$ cat config.mk
export PLATFORM = sky130hd
export DESIGN_NAME = dda_line_point_generator
export DESIGN_NICKNAME = d
export VERILOG_FILES = /design/src/sv/dlpg_pkg.sv /design/src/sv/dlpg_setup.sv /design/src/sv/dlpg_core.sv /design/src/sv/dda_line_point_generator.sv
export SDC_FILE = /design/constraint.sdc
export NUM_CORES = 1
export LEC_CHECK = 0
export ABC_CLOCK_PERIOD_IN_PS = 5200
export CORE_UTILIZATION = 64
export CTS_CLUSTER_SIZE = 20
export DETAILED_ROUTE_END_ITERATION = 6
export DONT_BUFFER_PORTS = 1
export PLACE_DENSITY = 0.84
export SLEW_MARGIN = 40
export SYNTH_ARGS = -nofsm -noshare
export SYNTH_HDL_FRONTEND = slang
export SYNTH_SLANG_ARGS = --single-unit
$ cat constraint.sdc
create_clock -name clk -period 5.2 [get_ports clk]
set_clock_uncertainty 0.05 [all_clocks]
set_input_delay 0.52 -clock clk [delete_from_list [all_inputs] [get_ports clk]]
set_output_delay 0.52 -clock clk [all_outputs]
set_load 0.01 [all_outputs]
$ cat src/sv/dlpg_pkg.sv
package dlpg_pkg;

  // coordinate and counter widths
  localparam int COORD_BITS = 8;
  localparam int ERR_BITS   = COORD_BITS + 2;
  localparam int LEFT_BITS  = COORD_BITS + 1;
  localparam int COLOR_BITS = 16;

  typedef logic [COORD_BITS-1:0] coord_t;
  typedef logic [ERR_BITS-1:0]   err_t;
  typedef logic [LEFT_BITS-1:0]  left_t;
  typedef logic [COLOR_BITS-1:0] color_t;
  typedef logic [1:0]            step_t;
  typedef logic                  cmd_t;

  // step direction codes
  localparam step_t STEP_NONE  = 2'd0;
  localparam step_t STEP_PLUS  = 2'd1;
  localparam step_t STEP_MINUS = 2'd3;

  // command codes
  localparam cmd_t CMD_START = 1'b0;
  localparam cmd_t CMD_NEXT  = 1'b1;

  // one input item
  typedef struct packed {
    cmd_t   cmd;
    coord_t x_from;
    coord_t y_from;
    coord_t x_to;
    coord_t y_to;
    color_t pixel_color;
  } item_t;

  // one emitted pixel
  typedef struct packed {
    coord_t px;
    coord_t py;
    color_t out_color;
    logic   last;
  } pixel_t;

  // line parameters derived from the endpoints
  typedef struct packed {
    coord_t abs_dx;
    coord_t abs_dy;
    step_t  step_x;
    step_t  step_y;
    coord_t major_len;
    left_t  pixels_left;
  } setup_t;

  // core status seen by the top level
  typedef struct packed {
    logic   busy;
    left_t  pixels_left;
    coord_t major_len;
    err_t   err_x;
    err_t   err_y;
  } status_t;

endpackage

$ cat src/sv/dlpg_setup.sv
module dlpg_setup (
  input  dlpg_pkg::coord_t x_from,
  input  dlpg_pkg::coord_t y_from,
  input  dlpg_pkg::coord_t x_to,
  input  dlpg_pkg::coord_t y_to,
  output dlpg_pkg::setup_t setup
);

  dlpg_pkg::coord_t dx;
  dlpg_pkg::coord_t dy;
  dlpg_pkg::step_t  sx;
  dlpg_pkg::step_t  sy;
  dlpg_pkg::coord_t major;

  // x delta and direction
  always_comb begin
    if (x_to > x_from) begin
      dx = x_to - x_from;
      sx = dlpg_pkg::STEP_PLUS;
    end else if (x_to == x_from) begin
      dx = '0;
      sx = dlpg_pkg::STEP_NONE;
    end else begin
      dx = x_from - x_to;
      sx = dlpg_pkg::STEP_MINUS;
    end
  end

  // y delta and direction
  always_comb begin
    if (y_to > y_from) begin
      dy = y_to - y_from;
      sy = dlpg_pkg::STEP_PLUS;
    end else if (y_to == y_from) begin
      dy = '0;
      sy = dlpg_pkg::STEP_NONE;
    end else begin
      dy = y_from - y_to;
      sy = dlpg_pkg::STEP_MINUS;
    end
  end

  assign major = (dx > dy) ? dx : dy;

  // pixel count is major length plus two, start pixel repeats
  assign setup.abs_dx      = dx;
  assign setup.abs_dy      = dy;
  assign setup.step_x      = sx;
  assign setup.step_y      = sy;
  assign setup.major_len   = major;
  assign setup.pixels_left = {1'b0, major} + dlpg_pkg::left_t'(2);

endmodule

$ cat src/sv/dlpg_core.sv
module dlpg_core (
  input  logic              clk,
  input  logic              rst,
  input  logic              advance,
  input  dlpg_pkg::item_t   item,
  output logic              emit,
  output dlpg_pkg::pixel_t  pixel,
  output dlpg_pkg::status_t status
);

  logic             busy;
  dlpg_pkg::coord_t cur_x;
  dlpg_pkg::coord_t cur_y;
  dlpg_pkg::coord_t abs_dx;
  dlpg_pkg::coord_t abs_dy;
  dlpg_pkg::step_t  step_x;
  dlpg_pkg::step_t  step_y;
  dlpg_pkg::coord_t major_len;
  dlpg_pkg::err_t   err_x;
  dlpg_pkg::err_t   err_y;
  dlpg_pkg::left_t  pixels_left;
  dlpg_pkg::color_t line_color;

  dlpg_pkg::setup_t setup;
  logic             start;
  dlpg_pkg::left_t  left_dec;
  dlpg_pkg::err_t   sum_x;
  dlpg_pkg::err_t   sum_y;
  dlpg_pkg::err_t   major_ext;
  dlpg_pkg::err_t   err_x_next;
  dlpg_pkg::err_t   err_y_next;
  dlpg_pkg::coord_t cur_x_next;
  dlpg_pkg::coord_t cur_y_next;

  dlpg_setup u_setup (
    .x_from (item.x_from),
    .y_from (item.y_from),
    .x_to   (item.x_to),
    .y_to   (item.y_to),
    .setup  (setup)
  );

  function automatic dlpg_pkg::coord_t move(dlpg_pkg::coord_t pos, dlpg_pkg::step_t dir);
    dlpg_pkg::coord_t res;
    case (dir)
      dlpg_pkg::STEP_PLUS:  res = pos + dlpg_pkg::coord_t'(1);
      dlpg_pkg::STEP_MINUS: res = pos - dlpg_pkg::coord_t'(1);
      default:              res = pos;
    endcase
    return res;
  endfunction

  assign start    = advance && (item.cmd == dlpg_pkg::CMD_START);
  assign emit     = advance && (item.cmd == dlpg_pkg::CMD_NEXT) && busy;
  assign left_dec = pixels_left - dlpg_pkg::left_t'(1);

  // error accumulation, step when error passes the major length
  assign major_ext = dlpg_pkg::err_t'(major_len);
  assign sum_x     = err_x + dlpg_pkg::err_t'(abs_dx);
  assign sum_y     = err_y + dlpg_pkg::err_t'(abs_dy);

  always_comb begin
    err_x_next = sum_x;
    cur_x_next = cur_x;
    if (sum_x > major_ext) begin
      err_x_next = sum_x - major_ext;
      cur_x_next = move(cur_x, step_x);
    end
    err_y_next = sum_y;
    cur_y_next = cur_y;
    if (sum_y > major_ext) begin
      err_y_next = sum_y - major_ext;
      cur_y_next = move(cur_y, step_y);
    end
  end

  // pixel for the current request
  assign pixel.px        = cur_x;
  assign pixel.py        = cur_y;
  assign pixel.out_color = line_color;
  assign pixel.last      = (left_dec == '0);

  assign status.busy        = busy;
  assign status.pixels_left = pixels_left;
  assign status.major_len   = major_len;
  assign status.err_x       = err_x;
  assign status.err_y       = err_y;

  // line state
  always_ff @(posedge clk) begin
    if (rst) begin
      busy        <= 1'b0;
      cur_x       <= '0;
      cur_y       <= '0;
      abs_dx      <= '0;
      abs_dy      <= '0;
      step_x      <= dlpg_pkg::STEP_NONE;
      step_y      <= dlpg_pkg::STEP_NONE;
      major_len   <= '0;
      err_x       <= '0;
      err_y       <= '0;
      pixels_left <= '0;
      line_color  <= '0;
    end else if (start) begin
      busy        <= 1'b1;
      cur_x       <= item.x_from;
      cur_y       <= item.y_from;
      abs_dx      <= setup.abs_dx;
      abs_dy      <= setup.abs_dy;
      step_x      <= setup.step_x;
      step_y      <= setup.step_y;
      major_len   <= setup.major_len;
      err_x       <= '0;
      err_y       <= '0;
      pixels_left <= setup.pixels_left;
      line_color  <= item.pixel_color;
    end else if (emit) begin
      busy        <= (left_dec != '0);
      pixels_left <= left_dec;
      err_x       <= err_x_next;
      err_y       <= err_y_next;
      cur_x       <= cur_x_next;
      cur_y       <= cur_y_next;
    end
  end

endmodule

$ cat src/sv/dda_line_point_generator.sv
// Line point generator. A start transfer (tuser = 0) loads both endpoints and the
// color and returns nothing; each next transfer (tuser = 1) returns one pixel until
// max(|dx|,|dy|) + 2 pixels have gone out, the start pixel coming twice and the
// final pixel marked by tlast. A next transfer with no line running returns nothing,
// and a start transfer drops any line in progress. The block takes one transfer
// every cycle while the output is not held; a pixel goes from the input register
// through the line state into the output register, while the error add and compare
// for each axis update the line state in that same cycle.
// The output register holds a waiting pixel; input stalls once the input register
// also holds an item.
module dda_line_point_generator (
  input  logic        clk,
  input  logic        rst,
  input  logic        s_axis_tvalid,
  output logic        s_axis_tready,
  input  logic [47:0] s_axis_tdata,  // x_from, y_from, x_to, y_to, pixel_color
  input  logic        s_axis_tuser,  // cmd
  output logic        m_axis_tvalid,
  input  logic        m_axis_tready,
  output logic [31:0] m_axis_tdata,  // px, py, out_color
  output logic        m_axis_tlast   // last
);

  logic              in_valid;
  dlpg_pkg::item_t   in_item;
  logic              advance;
  logic              emit;
  dlpg_pkg::pixel_t  pixel;
  dlpg_pkg::status_t status;
  logic              out_valid;
  dlpg_pkg::pixel_t  out_pixel;
  logic              out_free;

  assign out_free      = !out_valid || m_axis_tready;
  assign advance       = in_valid && out_free;
  assign s_axis_tready = !in_valid || advance;

  // input register
  always_ff @(posedge clk) begin
    if (rst) begin
      in_valid <= 1'b0;
    end else if (s_axis_tready) begin
      in_valid <= s_axis_tvalid;
    end
  end

  always_ff @(posedge clk) begin
    if (s_axis_tready && s_axis_tvalid) begin
      in_item.cmd         <= dlpg_pkg::cmd_t'(s_axis_tuser);
      in_item.x_from      <= dlpg_pkg::coord_t'(s_axis_tdata[7:0]);
      in_item.y_from      <= dlpg_pkg::coord_t'(s_axis_tdata[15:8]);
      in_item.x_to        <= dlpg_pkg::coord_t'(s_axis_tdata[23:16]);
      in_item.y_to        <= dlpg_pkg::coord_t'(s_axis_tdata[31:24]);
      in_item.pixel_color <= s_axis_tdata[47:32];
    end
  end

  dlpg_core u_core (
    .clk     (clk),
    .rst     (rst),
    .advance (advance),
    .item    (in_item),
    .emit    (emit),
    .pixel   (pixel),
    .status  (status)
  );

  // output register
  always_ff @(posedge clk) begin
    if (rst) begin
      out_valid <= 1'b0;
    end else if (out_free) begin
      out_valid <= emit;
    end
  end

  always_ff @(posedge clk) begin
    if (out_free && emit) begin
      out_pixel <= pixel;
    end
  end

  assign m_axis_tvalid        = out_valid;
  assign m_axis_tdata[7:0]    = 8'(out_pixel.px);
  assign m_axis_tdata[15:8]   = 8'(out_pixel.py);
  assign m_axis_tdata[31:16]  = out_pixel.out_color;
  assign m_axis_tlast         = out_pixel.last;

  // a line is running exactly while pixels remain
  a_busy_count: assert property (@(posedge clk) disable iff (rst)
    status.busy == (status.pixels_left != '0))
    else $error("busy flag and pixel count disagree");

  // error terms never exceed the major length
  a_err_bound: assert property (@(posedge clk) disable iff (rst)
    (dlpg_pkg::err_t'(status.major_len) >= status.err_x) &&
    (dlpg_pkg::err_t'(status.major_len) >= status.err_y))
    else $error("error term above major length");

  // emitting the final pixel ends the line
  a_last_ends: assert property (@(posedge clk) disable iff (rst)
    (emit && pixel.last) |=> !status.busy)
    else $error("line still running after final pixel");

  // a pixel is only produced from a running line
  a_emit_busy: assert property (@(posedge clk) disable iff (rst)
    emit |-> (status.busy && advance))
    else $error("pixel produced while idle");

endmodule

==> results_dict.tcl <==
set metrics [dict create \
    outcome "finished, final reports clean" \
    slowest_stage "ha_1" \
    cts_hold_buffers 0 \
    totalWireLength_um 22600 \
    yosysWarningCount 0 \
    critPathCaptureType "register" \
    start_kind "register" \
    ant_nets 0 \
    min_to "u_core.cur_x[5]$_SDFFE_PP0P_" \
    grt_pass1_vias 7379 \
    grt_util_all_layers_pct 28.4 \
    design_area_um2 10900 \
    core_area_um2 15300 \
    worstHoldStart "rst" \
    vias 7803 \
    vdd_ir_drop_max_v 0.000293 \
    synth-edff-count 82 \
    synth_fp_nets 1193 \
    synth_top_area_share_pct 24.5 \
    worst_pin_slew_ns 0.771 \
    r2r_setup_slack_ns 0.12 \
    grt_pass1_wl_um 36100 \
    final_common_cell "nand2_1" \
    p_total_mw 4.12 \
    n_antenna_cell 0 \
    cts_buffers 17 \
    gp_congestion 0.922 \
    max_clock_freq_mhz 197 \
    setup_viol 0 \
    grt_max_degree 79 \
    drc 0 \
    die_y_um 127 \
    ys_seq_elements 174 \
    hold_path.class "in2reg" \
    crit_path_max_fanout 9 \
    pwr_density_cell_nw_per_um2 377 \
    most-common-layout-cells "nand2_1, a21oi_1, dfxtp_1, ha_1, edfxtp_1" \
    synth_flop_cell "dfxtp_1" \
    reg2reg_to "u_core.pixels_left[7]$_SDFFE_PP0P_" \
    antenna_found_initial 0 \
    leakage_nw 4.50 \
    initial_core_util_pct 65.8 \
    r2r_cells 20 \
    die_x_um 127 \
    whs_path_depth 1 \
    syn_area_um2 10000 \
    drt_iter0_drc 669 \
    fin_crit_ns 5.08 \
    clk_pin_slew_ns 0.07 \
    crit_type "reg2reg" \
    fin_crit_sh_pct 97.8 \
    synth.area.top_cells "edfxtp_1, dfxtp_1, ha_1" \
    critPathMaxStageDelay_ns 0.40 \
    syn_area_per_cell_um2 9.60 \
    fp-row-count 45 \
    dpl.hpwl_um 15600 \
    r2r-start "in_item[21]$_DFFE_PP_" \
    cts.path.max_buffers 2 \
    clk_latency_ns 0.44 \
    cts_root_buf "clkbuf_16" \
    tns_ns 0 \
    cts-htree-levels 4 \
    slew_headroom_pct 48.6 \
    crit_chain "inv_1 > ha_1 > a21o_1 > a31oi_2 > a21oi_1 > a32oi_1 > mux2i_1 > inv_1 > ha_1 > a21o_1 > a21oi_2 > and2_0 > o311a_1 > a221o_2 > mux2i_2 > ha_2 > nand2_1 > or3_1 > a21boi_0 > a211oi_1" \
    yosys.area.top_type "edfxtp_1" \
    grt_overflow 0 \
    clock-sinks 174 \
    async_reset_ff_share_pct 0 \
    drv_slew 0 \
    netlist_instances 1046 \
    seq_area_frac_synth_pct 42.9 \
    dr.pass1.iters 5 \
    area_growth_pct 9.02 \
    postPlaceCellArea_um2 10300 \
    synth.distinct_cells 79 \
    io_pins 88 \
    crit_required_ns 5.47 \
    die_area_um2 16200 \
    wire_per_inst_um 17.8 \
    viasPerCell 6.16 \
    cp.arrival_ns 5.36 \
    final_layout_size_suffix_gt1_share_pct 8.72 \
    io_buffers 0 \
    cts_tree "done" \
    hold_viol 0 \
    drv_cap 0 \
    fin_nets 1189 \
]
-- worst max path at each step --
stage / from / to / slack [ns]
5_1_grt: in_item[16]$_DFFE_PP_ / u_core.pixels_left[7]$_SDFFE_PP0P_ / -0.05
3_3_place_gp: in_item[16]$_DFFE_PP_ / u_core.pixels_left[7]$_SDFFE_PP0P_ / 0.27
3_5_place_dp: in_item[16]$_DFFE_PP_ / u_core.pixels_left[7]$_SDFFE_PP0P_ / -0.003
2_1_floorplan: in_item[24]$_DFFE_PP_ / u_core.pixels_left[7]$_SDFFE_PP0P_ / 0.55
4_1_cts: in_item[40]$_DFFE_PP_ / u_core.pixels_left[7]$_SDFFE_PP0P_ / 0.003
6_report: in_item[21]$_DFFE_PP_ / u_core.pixels_left[7]$_SDFFE_PP0P_ / 0.12
-- where the power goes --
part | internal [mW] | switching, mW
clock | 0.685 | 0.605
sequential | 1.51 | 0.0514
combinational | 0.531 | 0.744
-- critical path, delay by kind of cell, from the launching register on --
kind / cells / cell delay [ns]
mux: 2 / 0.64
compound gates: 10 / 2.10
fa+ha+maj: 3 / 1.00
simple gates: 3 / 0.58
flops: 1 / 0.37
buf+inv: 2 / 0.21
-- metrics by stage --
| step | instances | util [%] | worst slack (ns) | hold slack (ns) |
|---|---|---|---|---|
| 6_report | 1266 | 71.7 | 0.117 | 0.113 |
| 2_1_floorplan | 1046 | - | 0.553 | 0.358 |
| 5_1_grt | 1266 | 71.7 | -0.0509 | 0.0923 |
| 3_3_place_gp | 1230 | 67.1 | 0.267 | 0.360 |
| 3_5_place_dp | 1231 | 67.3 | -0.00254 | 0.363 |
| 4_1_cts | 1263 | 71.2 | 0.00332 | 0.0948 |
-- cell families (layout without fill, tap and decap cells) --
| group | after synthesis | after routing | synth area share, % |
|---|---|---|---|
| AO/OA/AOI/OAI | 288 | 289 | 18.7 |
| XOR/XNOR | 48 | 48 | 4.19 |
| adder cells (fa/ha/maj) | 94 | 94 | 12.5 |
| AND/OR/NAND/NOR | 287 | 287 | 13.4 |
| multiplexers | 34 | 34 | 3.55 |
| flip-flops | 174 | 174 | 42.9 |
| buffers and inverters | 121 | 129 | 4.84 |
-- layer usage --
metal	wire length, um	global-route usage (%)	vias up	share of wire [%]
met5	0	0	-	0
met4	605	11.1	0	2.7
met3	1510	5.90	58	6.7
met2	10700	46.6	336	47
met1	9760	37.1	3669	43
li1	-	-	3740	-
-- layout make-up --
type,instances,area (um^2)
multi-input cells,752,5330
fillers,1075,4310
flip-flops and latches,174,4300
clock buffers,17,425
inverters,79,298
well taps,211,264
clock inverters,15,174
repair buffers,18,155
-- cell usage after synthesis (3+ instances only) --
cell type  instances
a211oi_1          25
a21boi_0           6
a21o_1            23
a21oi_1           98
a221oi_1           4
a22oi_1            3
a311oi_1           4
a31o_2             4
and2_1             6
and3_1             7
buf_1              5
buf_2             10
buf_4              3
clkbuf_1          23
dfxtp_1           92
edfxtp_1          82
fa_1              10
ha_1              84
inv_1             78
mux2_2             3
mux2i_1           27
mux2i_2            3
nand2_1          105
nand2b_1           6
nand3_1            9
nand3b_1           5
nand4_1            9
nand4b_1           3
nor2_1            83
nor2b_1           14
nor3_1            15
o211ai_1           9
o21a_1            14
o21ai_0           55
o21bai_1           7
o31ai_1            5
or2_2              3
or3_1              7
xnor2_1           34
xor2_1            14
-- state kept, by name, summed over array words and instances, names as in the netlist, 2 cells and up --
signal	cells
in_item	49
u_core.line_color	16
u_core.err_y	10
u_core.major_len	8
u_core.abs_dy	8
u_core.step_x	2
u_core.pixels_left	9
u_core.cur_x	8
u_core.cur_y	8
m_axis_tdata	32
u_core.step_y	2
u_core.abs_dx	8
u_core.err_x	10
-- what timing repair did --
action                                  in CTS  in global routing
pin swaps                                    0                  0
endpoints found under the setup margin       1                  3
setup buffers                                0                  2
resized for setup                            2                 14
cloned                                       0                  1
Power figures use the tool's default switching activity.
